`config.mk`:
```
export PLATFORM = sky130hd
export DESIGN_NAME = uart_command_reply_engine
export DESIGN_NICKNAME = d
export VERILOG_FILES = /design/src/hw/rtl/ucre_pkg.sv /design/src/hw/rtl/ucre_queue.sv /design/src/hw/rtl/ucre_front.sv /design/src/hw/rtl/ucre_back.sv /design/src/hw/rtl/uart_command_reply_engine.sv
export VERILOG_INCLUDE_DIRS = /design/src /design/src/hw/rtl
export SDC_FILE = /design/constraint.sdc
export NUM_CORES = 1
export LEC_CHECK = 0
export BUFFER_PORTS_ARGS = -buffer_cell sky130_fd_sc_hd__buf_2
export CORE_MARGIN = 1.5
export CORE_UTILIZATION = 55
export DETAILED_ROUTE_END_ITERATION = 8
export PLACE_DENSITY = 0.73
export SETUP_SLACK_MARGIN = 0.05
export SYNTH_ARGS = -nofsm -noshare
export SYNTH_HDL_FRONTEND = slang
export SYNTH_SLANG_ARGS = --single-unit
```
`constraint.sdc`:
```
create_clock -name clk -period 6 [get_ports clk]
set_input_delay 1.2 -clock clk [delete_from_list [all_inputs] [get_ports clk]]
set_output_delay 1.2 -clock clk [all_outputs]
set_load 0.02 [all_outputs]
```
`src/hw/rtl/uart_command_reply_engine_macros.svh`:
```
// Assertion macros for the UART command/reply engine.
// Included by files that carry concurrent assertions; depends on nothing.
`ifndef UART_COMMAND_REPLY_ENGINE_MACROS_SVH
`define UART_COMMAND_REPLY_ENGINE_MACROS_SVH

// Same-cycle implication, disabled during reset
`define UCRE_ASSERT_IMP(lbl, clk, rstn, ante, cons, msg) \
	lbl: assert property (@(posedge clk) disable iff (!(rstn)) (ante) |-> (cons)) \
		else $error(msg);

// Next-cycle implication, disabled during reset
`define UCRE_ASSERT_NXT(lbl, clk, rstn, ante, cons, msg) \
	lbl: assert property (@(posedge clk) disable iff (!(rstn)) (ante) |=> (cons)) \
		else $error(msg);

`endif

```
`src/hw/rtl/ucre_pkg.sv`:
```
// Shared types and constants of the UART command/reply engine.
// Used by the front, queue, back and top-level files; depends on nothing.
package ucre_pkg;

	// Input selector codes
	localparam logic [1:0] FN_CMD  = 2'd0;
	localparam logic [1:0] FN_RX   = 2'd1;
	localparam logic [1:0] FN_TICK = 2'd2;

	// Result kinds
	localparam logic [1:0] KIND_TX      = 2'd0;
	localparam logic [1:0] KIND_PAYLOAD = 2'd1;
	localparam logic [1:0] KIND_STATUS  = 2'd2;

	// Status codes
	localparam logic [2:0] ST_OK      = 3'd0;
	localparam logic [2:0] ST_TIMEOUT = 3'd1;
	localparam logic [2:0] ST_CSUM    = 3'd2;
	localparam logic [2:0] ST_NOACK   = 3'd3;
	localparam logic [2:0] ST_TOOLONG = 3'd4;

	// Register indexes
	localparam logic [1:0] REG_REPLY_LENGTH  = 2'd0;
	localparam logic [1:0] REG_ACK_MODE      = 2'd1;
	localparam logic [1:0] REG_TIMEOUT_TICKS = 2'd2;

	// Register reset values
	localparam logic [5:0]  REPLY_LENGTH_RST  = 6'd2;
	localparam logic [15:0] TIMEOUT_TICKS_RST = 16'd500;

	// Two-byte acknowledge
	localparam logic [7:0] ACK_FIRST  = 8'h40;
	localparam logic [7:0] ACK_SECOND = 8'h30;

	// Field widths that cover the whole parameter ranges
	localparam int JOB_CNT_W = 6;
	localparam int ADDR_W    = 6;
	localparam int QUEUE_DEPTH = 2;

	typedef enum logic [1:0] {
		JOB_CMD,
		JOB_STATUS,
		JOB_REPLY
	} job_kind_t;

	// One unit of work for the back end
	typedef struct packed {
		job_kind_t            kind;
		logic [2:0]           status;
		logic [JOB_CNT_W-1:0] cnt;     // command bytes, or reply payload length
		logic                 ack;
	} job_t;

	typedef struct packed {
		logic        en;
		logic [ADDR_W-1:0] addr;
		logic [7:0]  data;
	} wr_t;

	typedef struct packed {
		logic [5:0]  reply_length;
		logic        ack_mode;
		logic [15:0] timeout_ticks;
	} cfg_t;

	typedef struct packed {
		logic cmd_busy;
		logic rep_busy;
	} busy_t;

	typedef struct packed {
		logic full;
		logic empty;
		logic has_cmd;
		logic has_reply;
	} q_stat_t;

	typedef struct packed {
		logic waiting;
	} front_stat_t;

endpackage

```
`src/hw/rtl/ucre_queue.sv`:
```
// Two-entry job queue between the front end and the back end.
// Depends on ucre_pkg for the job type and queue status struct.
module ucre_queue (
	input  logic             clk,
	input  logic             arst_n,
	input  logic             push,
	input  ucre_pkg::job_t   push_job,
	input  logic             pop,
	output ucre_pkg::job_t   head,
	output ucre_pkg::q_stat_t stat
);
	import ucre_pkg::*;

	localparam int PW = (QUEUE_DEPTH > 1) ? $clog2(QUEUE_DEPTH) : 1;

	job_t                   ent_q [QUEUE_DEPTH];
	logic [QUEUE_DEPTH-1:0] vld_q;
	logic [PW-1:0]          wr_ptr_q;
	logic [PW-1:0]          rd_ptr_q;

	assign head = ent_q[rd_ptr_q];

	// Occupancy and kinds held, for the store-hazard checks
	always_comb begin
		stat.full      = &vld_q;
		stat.empty     = ~|vld_q;
		stat.has_cmd   = 1'b0;
		stat.has_reply = 1'b0;
		for (int i = 0; i < QUEUE_DEPTH; i++) begin
			if (vld_q[i] && ent_q[i].kind == JOB_CMD) stat.has_cmd = 1'b1;
			if (vld_q[i] && ent_q[i].kind == JOB_REPLY) stat.has_reply = 1'b1;
		end
	end

	// Entry payload
	always_ff @(posedge clk) begin
		if (push) ent_q[wr_ptr_q] <= push_job;
	end

	// Pointers and valid bits
	always_ff @(posedge clk or negedge arst_n) begin
		if (!arst_n) begin
			vld_q    <= '0;
			wr_ptr_q <= '0;
			rd_ptr_q <= '0;
		end else begin
			if (pop) begin
				vld_q[rd_ptr_q] <= 1'b0;
				rd_ptr_q <= (rd_ptr_q == PW'(QUEUE_DEPTH - 1)) ? '0 : rd_ptr_q + 1'b1;
			end
			if (push) begin
				vld_q[wr_ptr_q] <= 1'b1;
				wr_ptr_q <= (wr_ptr_q == PW'(QUEUE_DEPTH - 1)) ? '0 : wr_ptr_q + 1'b1;
			end
		end
	end

endmodule

```
`src/hw/rtl/ucre_front.sv`:
```
// Front end: accepts input transfers, tracks command/reply/timeout state,
// writes the stores and queues jobs. Depends on ucre_pkg.
module ucre_front #(
	parameter int MAX_CMD   = 5,
	parameter int MAX_REPLY = 36
) (
	input  logic                  clk,
	input  logic                  arst_n,
	input  logic                  in_valid,
	output logic                  in_ready,
	input  logic [1:0]            func,
	input  logic [7:0]            data_byte,
	input  logic                  last_byte,
	input  ucre_pkg::cfg_t        cfg,
	input  ucre_pkg::busy_t       haz,
	input  logic                  q_full,
	output logic                  push,
	output ucre_pkg::job_t        job,
	output ucre_pkg::wr_t         cmd_wr,
	output ucre_pkg::wr_t         rep_wr,
	output ucre_pkg::front_stat_t stat
);
	import ucre_pkg::*;

	localparam int CCW = $clog2(MAX_CMD + 1);
	localparam int RCW = $clog2(MAX_REPLY + 2);

	logic [CCW-1:0] cmd_cnt_q, cmd_cnt_n;
	logic           ovf_q, ovf_n;
	logic [RCW-1:0] rep_cnt_q, rep_cnt_n, rep_sum;
	logic           waiting_q, waiting_n;
	logic [15:0]    tick_q, tick_n, tick_inc, limit;
	logic [JOB_CNT_W-1:0] plen;
	logic           too_long;
	logic           accept;

	// Hold off on a full queue, or an item whose store a queued/active job reads
	assign in_ready = !q_full
		&& !(func == FN_CMD && !waiting_q && haz.cmd_busy)
		&& !(func == FN_RX && waiting_q && haz.rep_busy);
	assign accept = in_valid && in_ready;
	assign stat.waiting = waiting_q;

	// Payload length in force: ack replies are two bytes, else saturated register
	always_comb begin
		if (cfg.ack_mode) plen = JOB_CNT_W'(2);
		else if (cfg.reply_length > 6'(MAX_REPLY)) plen = JOB_CNT_W'(MAX_REPLY);
		else plen = JOB_CNT_W'(cfg.reply_length);
	end

	assign tick_inc = (tick_q != 16'hFFFF) ? tick_q + 16'd1 : tick_q;
	assign limit    = (cfg.timeout_ticks == 16'd0) ? 16'd1 : cfg.timeout_ticks;
	assign too_long = ovf_q || (cmd_cnt_q == CCW'(MAX_CMD));
	assign rep_sum  = RCW'(rep_cnt_q + 1'b1);

	// Item classification and next state
	always_comb begin
		cmd_cnt_n = cmd_cnt_q;
		ovf_n     = ovf_q;
		rep_cnt_n = rep_cnt_q;
		waiting_n = waiting_q;
		tick_n    = tick_q;
		push      = 1'b0;
		job       = '{kind: JOB_STATUS, status: ST_OK, cnt: '0, ack: 1'b0};
		cmd_wr    = '{en: 1'b0, addr: ADDR_W'(cmd_cnt_q), data: data_byte};
		rep_wr    = '{en: 1'b0, addr: ADDR_W'(rep_cnt_q), data: data_byte};
		if (accept) begin
			unique case (func)
				FN_CMD: begin
					if (!waiting_q) begin
						cmd_wr.en = !too_long;
						if (last_byte) begin
							push = 1'b1;
							if (too_long) begin
								job.status = ST_TOOLONG;
							end else begin
								job.kind  = JOB_CMD;
								job.cnt   = JOB_CNT_W'(cmd_cnt_q + 1'b1);
								waiting_n = 1'b1;
								rep_cnt_n = '0;
								tick_n    = '0;
							end
							cmd_cnt_n = '0;
							ovf_n     = 1'b0;
						end else if (too_long) begin
							ovf_n = 1'b1;
						end else begin
							cmd_cnt_n = CCW'(cmd_cnt_q + 1'b1);
						end
					end
				end
				FN_RX: begin
					if (waiting_q) begin
						rep_wr.en = (rep_cnt_q <= RCW'(MAX_REPLY));
						if (8'(rep_sum) > 8'(plen)) begin
							push      = 1'b1;
							job.kind  = JOB_REPLY;
							job.cnt   = plen;
							job.ack   = cfg.ack_mode;
							waiting_n = 1'b0;
							rep_cnt_n = '0;
							tick_n    = '0;
						end else begin
							rep_cnt_n = rep_sum;
						end
					end
				end
				FN_TICK: begin
					if (waiting_q) begin
						if (tick_inc >= limit) begin
							push       = 1'b1;
							job.status = ST_TIMEOUT;
							waiting_n  = 1'b0;
							rep_cnt_n  = '0;
							tick_n     = '0;
						end else begin
							tick_n = tick_inc;
						end
					end
				end
				default: ;
			endcase
		end
	end

	// Front state
	always_ff @(posedge clk or negedge arst_n) begin
		if (!arst_n) begin
			cmd_cnt_q <= '0;
			ovf_q     <= 1'b0;
			rep_cnt_q <= '0;
			waiting_q <= 1'b0;
			tick_q    <= '0;
		end else begin
			cmd_cnt_q <= cmd_cnt_n;
			ovf_q     <= ovf_n;
			rep_cnt_q <= rep_cnt_n;
			waiting_q <= waiting_n;
			tick_q    <= tick_n;
		end
	end

endmodule

```
`src/hw/rtl/ucre_back.sv`:
```
// Back end: holds the command and reply stores, runs queued jobs and drives
// the output register. Depends on ucre_pkg.
module ucre_back #(
	parameter int MAX_CMD   = 5,
	parameter int MAX_REPLY = 36
) (
	input  logic            clk,
	input  logic            arst_n,
	input  ucre_pkg::wr_t   cmd_wr,
	input  ucre_pkg::wr_t   rep_wr,
	input  ucre_pkg::job_t  head,
	input  logic            q_empty,
	output logic            pop,
	output ucre_pkg::busy_t stat,
	output logic            out_valid,
	input  logic            out_ready,
	output logic [1:0]      kind,
	output logic [7:0]      data_out,
	output logic [2:0]      status,
	output logic            last
);
	import ucre_pkg::*;

	localparam int CAW    = (MAX_CMD > 1) ? $clog2(MAX_CMD) : 1;
	localparam int RDEPTH = MAX_REPLY + 1;
	localparam int RAW    = $clog2(RDEPTH);

	typedef enum logic [2:0] {
		B_IDLE,
		B_CMD,
		B_SUM,
		B_STAT,
		B_CHK_RD,
		B_CHK_USE,
		B_PAY_RD,
		B_PAY_OUT
	} bstate_t;

	bstate_t              state_q;
	logic [JOB_CNT_W-1:0] idx_q;
	logic [JOB_CNT_W-1:0] cnt_q;
	logic                 ack_q;
	logic                 ack_ok_q;
	logic [2:0]           stat_q;
	logic [7:0]           xor_q;
	logic                 out_valid_q;
	logic [1:0]           kind_q;
	logic [7:0]           data_q;
	logic [2:0]           status_q;
	logic                 last_q;

	logic [7:0] cmd_mem_q [MAX_CMD];
	logic [7:0] rep_mem [RDEPTH];
	logic [7:0] rdata_q;
	logic [7:0] cmd_rd;
	logic       out_free;
	logic       out_load;

	assign out_valid = out_valid_q;
	assign kind      = kind_q;
	assign data_out  = data_q;
	assign status    = status_q;
	assign last      = last_q;

	assign out_free = !out_valid_q || out_ready;
	assign pop      = (state_q == B_IDLE) && !q_empty;
	assign cmd_rd   = cmd_mem_q[idx_q[CAW-1:0]];

	// Output register takes a new transfer this cycle
	assign out_load = out_free && ((state_q == B_CMD) || (state_q == B_SUM)
		|| (state_q == B_STAT) || (state_q == B_PAY_OUT));

	// Stores still being read by the active job
	assign stat.cmd_busy = (state_q == B_CMD) || (state_q == B_SUM);
	assign stat.rep_busy = (state_q == B_CHK_RD) || (state_q == B_CHK_USE)
		|| (state_q == B_PAY_RD) || (state_q == B_PAY_OUT);

	// Command store
	always_ff @(posedge clk) begin
		if (cmd_wr.en) cmd_mem_q[cmd_wr.addr[CAW-1:0]] <= cmd_wr.data;
	end

	// Reply memory, registered read at the job index
	always_ff @(posedge clk) begin
		if (rep_wr.en) rep_mem[rep_wr.addr[RAW-1:0]] <= rep_wr.data;
		rdata_q <= rep_mem[idx_q[RAW-1:0]];
	end

	// Job sequencer and output register
	always_ff @(posedge clk or negedge arst_n) begin
		if (!arst_n) begin
			state_q     <= B_IDLE;
			idx_q       <= '0;
			cnt_q       <= '0;
			ack_q       <= 1'b0;
			ack_ok_q    <= 1'b0;
			stat_q      <= ST_OK;
			xor_q       <= '0;
			out_valid_q <= 1'b0;
			kind_q      <= KIND_TX;
			data_q      <= '0;
			status_q    <= ST_OK;
			last_q      <= 1'b0;
		end else begin
			if (out_valid_q && out_ready && !out_load) out_valid_q <= 1'b0;
			unique case (state_q)
				B_IDLE: begin
					if (!q_empty) begin
						idx_q    <= '0;
						xor_q    <= '0;
						cnt_q    <= head.cnt;
						ack_q    <= head.ack;
						ack_ok_q <= 1'b0;
						stat_q   <= head.status;
						unique case (head.kind)
							JOB_CMD:    state_q <= B_CMD;
							JOB_REPLY:  state_q <= B_CHK_RD;
							JOB_STATUS: state_q <= B_STAT;
							default:    state_q <= B_STAT;
						endcase
					end
				end
				B_CMD: begin
					if (out_free) begin
						out_valid_q <= 1'b1;
						kind_q      <= KIND_TX;
						data_q      <= cmd_rd;
						status_q    <= ST_OK;
						last_q      <= 1'b0;
						xor_q       <= xor_q ^ cmd_rd;
						if (idx_q == cnt_q - 1'b1) state_q <= B_SUM;
						else idx_q <= idx_q + 1'b1;
					end
				end
				B_SUM: begin
					if (out_free) begin
						out_valid_q <= 1'b1;
						kind_q      <= KIND_TX;
						data_q      <= xor_q;
						status_q    <= ST_OK;
						last_q      <= 1'b1;
						state_q     <= B_IDLE;
					end
				end
				B_STAT: begin
					if (out_free) begin
						out_valid_q <= 1'b1;
						kind_q      <= KIND_STATUS;
						data_q      <= '0;
						status_q    <= stat_q;
						last_q      <= 1'b1;
						state_q     <= B_IDLE;
					end
				end
				B_CHK_RD: state_q <= B_CHK_USE;
				// Checksum pass: fold payload bytes, compare with the byte after them
				B_CHK_USE: begin
					if (idx_q != cnt_q) begin
						xor_q <= xor_q ^ rdata_q;
						if (idx_q == '0) ack_ok_q <= (rdata_q == ACK_FIRST);
						if (idx_q == JOB_CNT_W'(1)) ack_ok_q <= ack_ok_q && (rdata_q == ACK_SECOND);
						idx_q   <= idx_q + 1'b1;
						state_q <= B_CHK_RD;
					end else if (xor_q != rdata_q) begin
						stat_q  <= ST_CSUM;
						state_q <= B_STAT;
					end else if (ack_q) begin
						stat_q  <= ack_ok_q ? ST_OK : ST_NOACK;
						state_q <= B_STAT;
					end else begin
						stat_q  <= ST_OK;
						idx_q   <= '0;
						state_q <= (cnt_q == '0) ? B_STAT : B_PAY_RD;
					end
				end
				B_PAY_RD: state_q <= B_PAY_OUT;
				B_PAY_OUT: begin
					if (out_free) begin
						out_valid_q <= 1'b1;
						kind_q      <= KIND_PAYLOAD;
						data_q      <= rdata_q;
						status_q    <= ST_OK;
						last_q      <= 1'b0;
						if (idx_q == cnt_q - 1'b1) begin
							state_q <= B_STAT;
						end else begin
							idx_q   <= idx_q + 1'b1;
							state_q <= B_PAY_RD;
						end
					end
				end
				default: state_q <= B_IDLE;
			endcase
		end
	end

endmodule

```
`src/hw/rtl/uart_command_reply_engine.sv`:
```
// UART command/reply engine: a front end classifies input transfers and keeps
// the command/reply/timeout state, a two-entry job queue decouples it from a
// back end that transmits commands and checks and releases replies. A command
// of n bytes gives n+1 output transfers at one per cycle while the output is
// not stalled. A reply of L payload bytes is checked through the registered
// read port of the reply memory, then released as its payload bytes and a
// status transfer, or as a status transfer alone in ack mode or on a bad
// checksum. Input is held off while the job queue is full, or when the item
// would write a store (command or reply) that a queued or active job still
// reads.
// Depends on ucre_pkg, ucre_front, ucre_queue, ucre_back and the macro header.
`include "uart_command_reply_engine_macros.svh"

module uart_command_reply_engine #(
	parameter int MAX_COMMAND_BYTES = 5,
	parameter int MAX_REPLY_BYTES   = 36
) (
	input  logic        clk,
	input  logic        arst_n,
	// input stream
	input  logic        s_tvalid,
	output logic        s_tready,
	input  logic [7:0]  s_tdata,    // [7:0] data_byte
	input  logic [1:0]  s_tuser,    // [1:0] func
	input  logic        s_tlast,    // last_byte
	// result stream
	output logic        m_tvalid,
	input  logic        m_tready,
	output logic [15:0] m_tdata,    // [7:0] data_out, [10:8] status, [15:11] zero
	output logic [1:0]  m_tuser,    // [1:0] kind
	output logic        m_tlast,    // last
	// configuration port
	input  logic        psel,
	input  logic        penable,
	input  logic        pwrite,
	input  logic [3:0]  paddr,
	input  logic [31:0] pwdata,
	output logic [31:0] prdata,
	output logic        pready
);
	import ucre_pkg::*;

	logic [5:0]  reply_length_q;
	logic        ack_mode_q;
	logic [15:0] timeout_ticks_q;

	cfg_t        cfg;
	busy_t       haz;
	busy_t       bstat;
	q_stat_t     qstat;
	front_stat_t fstat;
	job_t        push_job;
	job_t        head;
	wr_t         cmd_wr;
	wr_t         rep_wr;
	logic        push;
	logic        pop;
	logic [7:0]  data_out;
	logic [2:0]  status;

	// Configuration registers
	assign pready = 1'b1;

	always_ff @(posedge clk or negedge arst_n) begin
		if (!arst_n) begin
			reply_length_q  <= REPLY_LENGTH_RST;
			ack_mode_q      <= 1'b0;
			timeout_ticks_q <= TIMEOUT_TICKS_RST;
		end else if (psel && penable && pwrite) begin
			unique case (paddr[3:2])
				REG_REPLY_LENGTH:  reply_length_q  <= pwdata[5:0];
				REG_ACK_MODE:      ack_mode_q      <= pwdata[0];
				REG_TIMEOUT_TICKS: timeout_ticks_q <= pwdata[15:0];
				default: ;
			endcase
		end
	end

	always_comb begin
		unique case (paddr[3:2])
			REG_REPLY_LENGTH:  prdata = {26'd0, reply_length_q};
			REG_ACK_MODE:      prdata = {31'd0, ack_mode_q};
			REG_TIMEOUT_TICKS: prdata = {16'd0, timeout_ticks_q};
			default:           prdata = '0;
		endcase
	end

	assign cfg = '{reply_length: reply_length_q, ack_mode: ack_mode_q,
		timeout_ticks: timeout_ticks_q};

	// Store hazards: queued or active jobs still reading a store
	assign haz.cmd_busy = bstat.cmd_busy || qstat.has_cmd;
	assign haz.rep_busy = bstat.rep_busy || qstat.has_reply;

	ucre_front #(
		.MAX_CMD   (MAX_COMMAND_BYTES),
		.MAX_REPLY (MAX_REPLY_BYTES)
	) u_front (
		.clk       (clk),
		.arst_n    (arst_n),
		.in_valid  (s_tvalid),
		.in_ready  (s_tready),
		.func      (s_tuser),
		.data_byte (s_tdata),
		.last_byte (s_tlast),
		.cfg       (cfg),
		.haz       (haz),
		.q_full    (qstat.full),
		.push      (push),
		.job       (push_job),
		.cmd_wr    (cmd_wr),
		.rep_wr    (rep_wr),
		.stat      (fstat)
	);

	ucre_queue u_queue (
		.clk      (clk),
		.arst_n   (arst_n),
		.push     (push),
		.push_job (push_job),
		.pop      (pop),
		.head     (head),
		.stat     (qstat)
	);

	ucre_back #(
		.MAX_CMD   (MAX_COMMAND_BYTES),
		.MAX_REPLY (MAX_REPLY_BYTES)
	) u_back (
		.clk       (clk),
		.arst_n    (arst_n),
		.cmd_wr    (cmd_wr),
		.rep_wr    (rep_wr),
		.head      (head),
		.q_empty   (qstat.empty),
		.pop       (pop),
		.stat      (bstat),
		.out_valid (m_tvalid),
		.out_ready (m_tready),
		.kind      (m_tuser),
		.data_out  (data_out),
		.status    (status),
		.last      (m_tlast)
	);

	assign m_tdata = {5'd0, status, data_out};

	// Checks
	`UCRE_ASSERT_IMP(a_rep_store_safe, clk, arst_n, rep_wr.en, !haz.rep_busy, "reply store written while read")
	`UCRE_ASSERT_IMP(a_cmd_store_safe, clk, arst_n, cmd_wr.en, !haz.cmd_busy, "command store written while read")
	`UCRE_ASSERT_NXT(a_cmd_waits, clk, arst_n, push && push_job.kind == JOB_CMD, fstat.waiting, "no wait after command")
	`UCRE_ASSERT_IMP(a_status_last, clk, arst_n, m_tvalid && m_tuser == KIND_STATUS, m_tlast, "status not last")

endmodule

```
### Yosys cells after proc, flatten, opt, wreduce, memory -nomap -nowiden

Memory sizes are Yosys's and may differ from the RTL's. A register that Yosys moved wholly into a read port is not among the register bits.
Index checks and enable logic that the tools add are counted.

| storage, ports and cells | value |
|---|---|
| register bits after elaboration | 97 |
| bits in writable memories | 360 |
| input port bits | 54 |
| output and inout bits | 54 |
| word-level logic and storage cells | 306 |
| memories | 3 |

Memories:

| memory | depth | bits a word | read ports | clocked after memory_dff | wr ports | RTL line | text |
|---|---|---|---|---|---|---|---|
| u_back.rep_mem | 37 | 8 | 1 | 1 | 1 | ucre_back.sv:53 | `logic [7:0] rep_mem [RDEPTH];` |
| u_back.cmd_mem_q | 5 | 8 | 1 | 0 | 1 | ucre_back.sv:52 | `logic [7:0] cmd_mem_q [MAX_CMD];` |
| u_queue.ent_q | 2 | 12 | 3 | 0 | 1 | ucre_queue.sv:16 | `job_t ent_q [QUEUE_DEPTH];` |

| operators by class | value |
|---|---|
| $add $sub $neg | 8 |
| $lt $le $gt $ge | 8 |
| equality and inequality tests | 46 |
| multiplexer cells | 132 |
| bitwise operators | 6 |
| reduce and logical (&&, ||, !) cells | 80 |

Operators by type and width:

| cell | number |
|---|---|
| 2-to-1 mux 16 bit | 9 |
| 2-to-1 mux 6 bit | 16 |
| case mux 16 bit (3 select lines) | 2 |
| 2-to-1 mux 3 bit | 19 |
| 2-to-1 mux 8 bit | 7 |
| 2-to-1 mux 1 bit | 48 |
| case mux 6 bit (3 select lines) | 2 |
| case mux 8 bit (4 select lines) | 1 |
| case mux 3 bit (2 select lines) | 4 |
| case mux 8 bit (3 select lines) | 1 |
| 2-to-1 mux 11 bit | 2 |
| != test 2 x 1 -> 1 bit, second input constant | 11 |
| case mux 3 bit (7 select lines) | 1 |
| logical AND 1 bit | 20 |
| != test 2 bit, second input constant | 10 |
| AND reduction 4 bit | 5 |
| adder 16 x 1 -> 16 bit, second input constant | 1 |
| >= comparator 16 bit | 1 |
| logical NOT 16 bit | 1 |
| 2-to-1 mux 2 bit | 8 |
| != test 16 bit, second input constant | 1 |
| AND reduction 8 bit | 2 |
| XOR 8 bit | 2 |
| == test 3 bit, second input constant | 5 |
| 48 further kinds | 101 |

### Longest topological paths before layout

An unclocked memory read counts as a cell.

| depth | value |
|---|---|
| word-level depth | 14 |
| mapped depth | 14 |

### Cells and area by module

A second synthesis with hierarchy kept.

| second synthesis, totals | value |
|---|---|
| cell total of the unflattened synthesis | 1402 |
| area, all modules | 21114.0 um^2 |

By module, submodules not included:

| module | instances | cells each | area an instance (um^2) | seq. area each (um^2) |
|---|---|---|---|---|
| ucre_back | 1 | 875 | 15803.9 | 11325.9 |
| ucre_front | 1 | 365 | 2936.6 | 675.6 |
| uart_command_reply_engine | 1 | 103 | 1266.2 | 584.3 |
| ucre_queue | 1 | 59 | 1107.3 | 820.8 |

### Least setup slack after synthesis

No wires, ideal clock.

| timing | value |
|---|---|
| path kind | input -> register |
| start | input s_tuser[1] |
| end | memory u_back.cmd_mem_q[4][0], enable pin |
| setup time | 398 ps |
| data arrival time | 3576 ps |
| required time | 5602 ps |
| slack | 2026 ps |
| cell stages on the path | 9 |
| path buffers | 2 |
| path through | inv_1 ha_1 buf_2 and4b_1 o31ai_1 and4_1 buf_2 nand3_2 nor4b_1 |

| on the way | value |
|---|---|
| cells in the longest elaborated chain, start to end | 10 |
| elaborated cells on any way between the ends | 15 |

Ends and longest elaborated chain:

| what | RTL line | text |
|---|---|---|
| start: declaration | uart_command_reply_engine.sv:24 | `input logic [1:0] s_tuser,` |
| logical NOT 2 bit | ucre_front.sv:39, ucre_front.sv:68 |  |
| logical AND 1 bit (2 in a row) | ucre_front.sv:39 | `&& !(func == FN_CMD && !waiting_q && haz.cmd_busy)` |
| logical NOT 1 bit | ucre_front.sv:39 |  |
| logical AND 1 bit | ucre_front.sv:39 |  |
| logical AND 1 bit | ucre_front.sv:40 | `&& !(func == FN_RX && waiting_q && haz.rep_busy);` |
| logical AND 1 bit | ucre_front.sv:41 | `assign accept = in_valid && in_ready;` |
| 2-to-1 mux 1 bit * | ucre_front.sv:67 | `if (accept) begin` |
| 2-to-1 mux 1 bit * | ucre_back.sv:80 | `if (cmd_wr.en) cmd_mem_q[cmd_wr.addr[CAW-1:0]] <= cmd_wr.data;` |
| 2-to-1 mux 1 bit (implied by the code) * | ucre_back.sv:80 |  |
| end: declaration | ucre_back.sv:52 |  |

Mark *: on every way between the ends. The rest lies on a longest branch, timed or not.

### Worst setup path in the final report

| timing | value |
|---|---|
| start | register u_front.tick_q[6] |
| end | memory u_queue.ent_q[0][1] (netlist bit), enable pin |

| on the way | value |
|---|---|
| cells in the longest elaborated chain, start to end | 9 |
| elaborated cells on any way between the ends | 10 |

Ends and longest elaborated chain:

| what | RTL line | text |
|---|---|---|
| start: declaration | ucre_front.sv:32 | `logic [15:0] tick_q, tick_n, tick_inc, limit;` |
| start signal: assignment | ucre_front.sv:139 | `tick_q <= tick_n;` |
| adder 16 x 1 -> 16 bit or != test 16 bit (tied branches) | ucre_front.sv:51 | `assign tick_inc = (tick_q != 16'hFFFF) ? tick_q + 16'd1 : tick_q;` |
| 2-to-1 mux 16 bit * | ucre_front.sv:51 |  |
| >= comparator 16 bit * | ucre_front.sv:110 | `if (tick_inc >= limit) begin` |
| 2-to-1 mux 1 bit * | ucre_front.sv:110 |  |
| 2-to-1 mux 1 bit * | ucre_front.sv:109 | `if (waiting_q) begin` |
| case mux 1 bit (3 select lines) * | ucre_front.sv:68 | `unique case (func)` |
| 2-to-1 mux 1 bit * | ucre_front.sv:67 |  |
| 2-to-1 mux 1 bit * | ucre_queue.sv:37 | `if (push) ent_q[wr_ptr_q] <= push_job;` |
| 2-to-1 mux 1 bit (implied by the code) * | ucre_queue.sv:37 |  |
| end: declaration | ucre_queue.sv:16 |  |

Marked as above.

==> flow_summary.yaml <==
status:
  status: "finished clean"
setup_path:
  worstSetupPathType: "register to register"
  endpoint: "u_queue.ent_q[0][1]"
  crit_path_end_kind: "register"
  reg2reg_depth: 11
  required_ns: 6.18
  reg2reg_slack_ns: 1.34
  start_kind: "register"
  worstReg2RegStart: "u_front.tick_q[6]"
  path_max_fanout: 17
  cp-startpoint: "u_front.tick_q[6]"
  worstPathArrival_ns: 4.84
  r2r-end: "u_queue.ent_q[0][1]"
timing:
  slew_headroom_pct: 16.2
  post-route-min-period_ns: 4.66
  hold_slack_ns: 0.471
  hold_viol: 0
  setup_viol: 0
  min_period_over_period_pct: 77.6
  setup_ws_ns: 1.34
  worst_pin_slew_ns: 1.25
  max_freq_ghz: 0.215
  maxSlewViolCount: 0
  clock_skew_ns: 0.0117
  rsz0062_at_grt: "false"
  finalSetupTns_ns: 0
placement:
  port_buffers: 67
  dp_hpwl_mm: 27.6
  pre_cts_slack_ns: 1.24
  gp_congestion: 0.840
synthesis:
  yosysSeqAreaShare_pct: 64.6
  avgSynthCellArea_sq_um: 15.0
  syn_inst: 1378
  synth_area_sq_um: 20700
  ys_warn_count: 0
  synth-main-ff-cell: "edfxtp_1"
  synth-edff-count: 358
  async_flop_share_pct: 21.0
  synth-seq-cells: 463
  synth_cell_types: 89
cts:
  clock_sinks: 463
  cts_buffer_depth: 3
  cts-root-buf: "clkbuf_16"
  cts_buffers: 46
  cts_tree: "yes"
  htree_levels: 2
  post_cts_buffers: 0
  clk_pin_slew_ns: 0.06
  post_cts_resized: 0
  clk_latency_ns: 0.57
  holdBufCountCts: 0
floorplan:
  start_util_pct: 56.2
  ios: 108
  die_w_microns: 197
  die_h_microns: 197
  core_sq_um: 36800
  rows: 70
  dieArea_sq_um: 38800
detailed_routing:
  drt-initial-drc-count: 1038
  ant_nets: 0
  routed_via_density: 6.18
  vias: 12000
  routed_wl_mm: 43.4
  wl_per_cell_microns: 22.3
  firstDrtPassIters: 5
  drt_drc_violations_left: 0
layout:
  nFillCells: 2622
  fin_nets: 1526
  area_growth_syn_to_layout_pct: 10.8
  antenna_cells: 0
  drive_gt1_share_pct: 19.6
run:
  drv_cap: 0
pwr:
  ir_worst_vdd_v: 0.000211
  finalPower_mw: 9.43
  power_density_nw_per_um2: 412
  p_leak_nw: 8.10
global_route:
  grt_pass1_vias: 11900
  grt_use_total_pct: 23.1
  antenna_found_initial: 0
  grt_overflow: 0
  grt_pass1_wl_mm: 68.2
  grt_max_degree: 66
hold_path:
  hp-class: "register to register"
  hold_path_startpoint: "u_back.kind[1]"
==> cells by family after synthesis <==
kind of cell / synth area share [%]
AO/OA/AOI/OAI: 7.54
XOR/XNOR: 1.91
adder cells (fa/ha/maj): 2.12
buffers and inverters: 2.94
flip-flops: 64.6
multiplexers: 12.4
other: 0.0363
AND/OR/NAND/NOR: 8.48
==> worst max-delay path, stage by stage (launching register included) <==
cell and delay (ns):
dfrtp_1 0.46, nand4_1 0.24, nor3_1 0.40, nand2_1 0.31, and3_1 0.31, xor2_1 0.17, ha_1 0.30, nand4_1 0.09
o311ai_1 0.36, a211o_1 0.61, o211ai_2 0.26, nor2_1 0.76
==> how the worst min path moves through the flow <==
stage	slack, ns	to	cells past startpoint
floorplan	0.46	u_back.stat_q[0]	2
global route	0.49	u_back.kind[1]	1
detailed placement	0.46	u_back.kind[1]	1
global placement	0.46	u_back.kind[1]	1
finish	0.47	u_back.kind[1]	1
CTS	0.48	u_back.kind[1]	1
==> per-layer routing <==
metal / global-route usage, % / wire length [microns]
met1: 33.8 / 19000
met2: 37.1 / 21000
met3: 2.79 / 2650
met4: 6.16 / 724
met5: 0 / 0
==> state kept, by name (all words and copies together), names as in the netlist, 2 cells and up <==
| name | flops |
|---|---|
| u_queue.ent_q | 22 |
| u_front.cmd_cnt_q | 3 |
| timeout_ticks_q | 16 |
| u_back.rdata_q | 8 |
| u_back.cnt_q | 6 |
| u_queue.vld_q | 2 |
| u_back.rep_mem | 296 |
| u_back.idx_q | 6 |
| u_back.xor_q | 8 |
| reply_length_q | 6 |
| u_back.kind | 2 |
| u_back.status | 3 |
| u_back.state_q | 3 |
| u_back.cmd_mem_q | 40 |
| u_front.tick_q | 16 |
| u_back.stat_q | 3 |
| u_back.data_out | 8 |
| u_front.rep_cnt_q | 6 |
==> power breakdown <==
part	internal [mW]	leakage (nW)	total, mW	switching (mW)
Combinational	1.02	2.83	2.29	1.27
Clock	1.79	0.756	3.00	1.21
Sequential	3.72	4.51	4.13	0.408
==> Yosys cell counts (5+ instances only) <==
library cell	count	area, sq um
nor3_1	16	80.1
mux4_2	96	2160
a31oi_1	14	87.6
dfrtp_1	90	2250
buf_4	22	165
edfxtp_1	358	10800
buf_2	15	75.1
inv_1	40	150
ha_1	35	438
buf_1	7	26.3
a22oi_1	11	82.6
xor2_1	21	184
xnor2_1	24	210
a21o_1	12	90.1
and3_1	7	43.8
mux2i_1	28	280
nand2_1	93	349
nand2b_1	16	100
mux2_2	9	101
o21a_1	5	37.5
nand4_1	13	81.3
and2_1	17	106
a21oi_1	20	100
o21ai_0	40	200
o211ai_1	15	113
dfxtp_1	8	160
nor2_1	107	402
a22o_1	11	96.3
nand3_1	27	135
nor4_1	8	50.1
clkbuf_1	40	150
a32oi_1	8	70.1
o2111ai_1	8	70.1
dfstp_2	7	184
nor2b_1	12	75.1
o21ai_1	18	90.1
==> layout by cell type, fill, tap and decap left out, drive strengths merged, types with 11 or more instances in the layout <==
cell type  netlist  final
edfxtp         358    358
buf             47     78
ha              35     35
nand4           14     14
nand2           93     93
mux2            11     11
mux2i           28     28
nor2b           12     12
a31oi           14     14
conb             2     22
nor3            16     16
nor2           109    109
xor2            21     21
o21ai           58     58
dfrtp           90     90
clkinv           0     11
a22o            11     11
xnor2           24     24
a22oi           11     11
o211ai          17     17
a21o            12     12
clkbuf          40     58
nand3           28     28
a21oi           21     21
and2            19     19
inv             41     43
mux4            96     96
nand2b          16     16
==> cell type report <==
cell class / instances / area (sq um) / area share (%)
flip-flops and latches: 463 / 13400 / 58.3
clock inverters: 27 / 357 / 1.56
well taps: 468 / 586 / 2.56
multi-input cells: 807 / 6810 / 29.7
clock buffers: 58 / 1220 / 5.32
inverters: 41 / 154 / 0.672
repair buffers: 78 / 420 / 1.84
==> through the flow <==
step                      area (sq um)  utilization, %  cells
after CTS                        22900            62.2   1942
after global placement           21300            58.0   1857
final                            22900            62.2   1942
after detailed placement         21300            58.0   1857
after floorplan                  20700               -   1398
after global routing             22900            62.2   1942
Power figures use the tool's default switching activity.
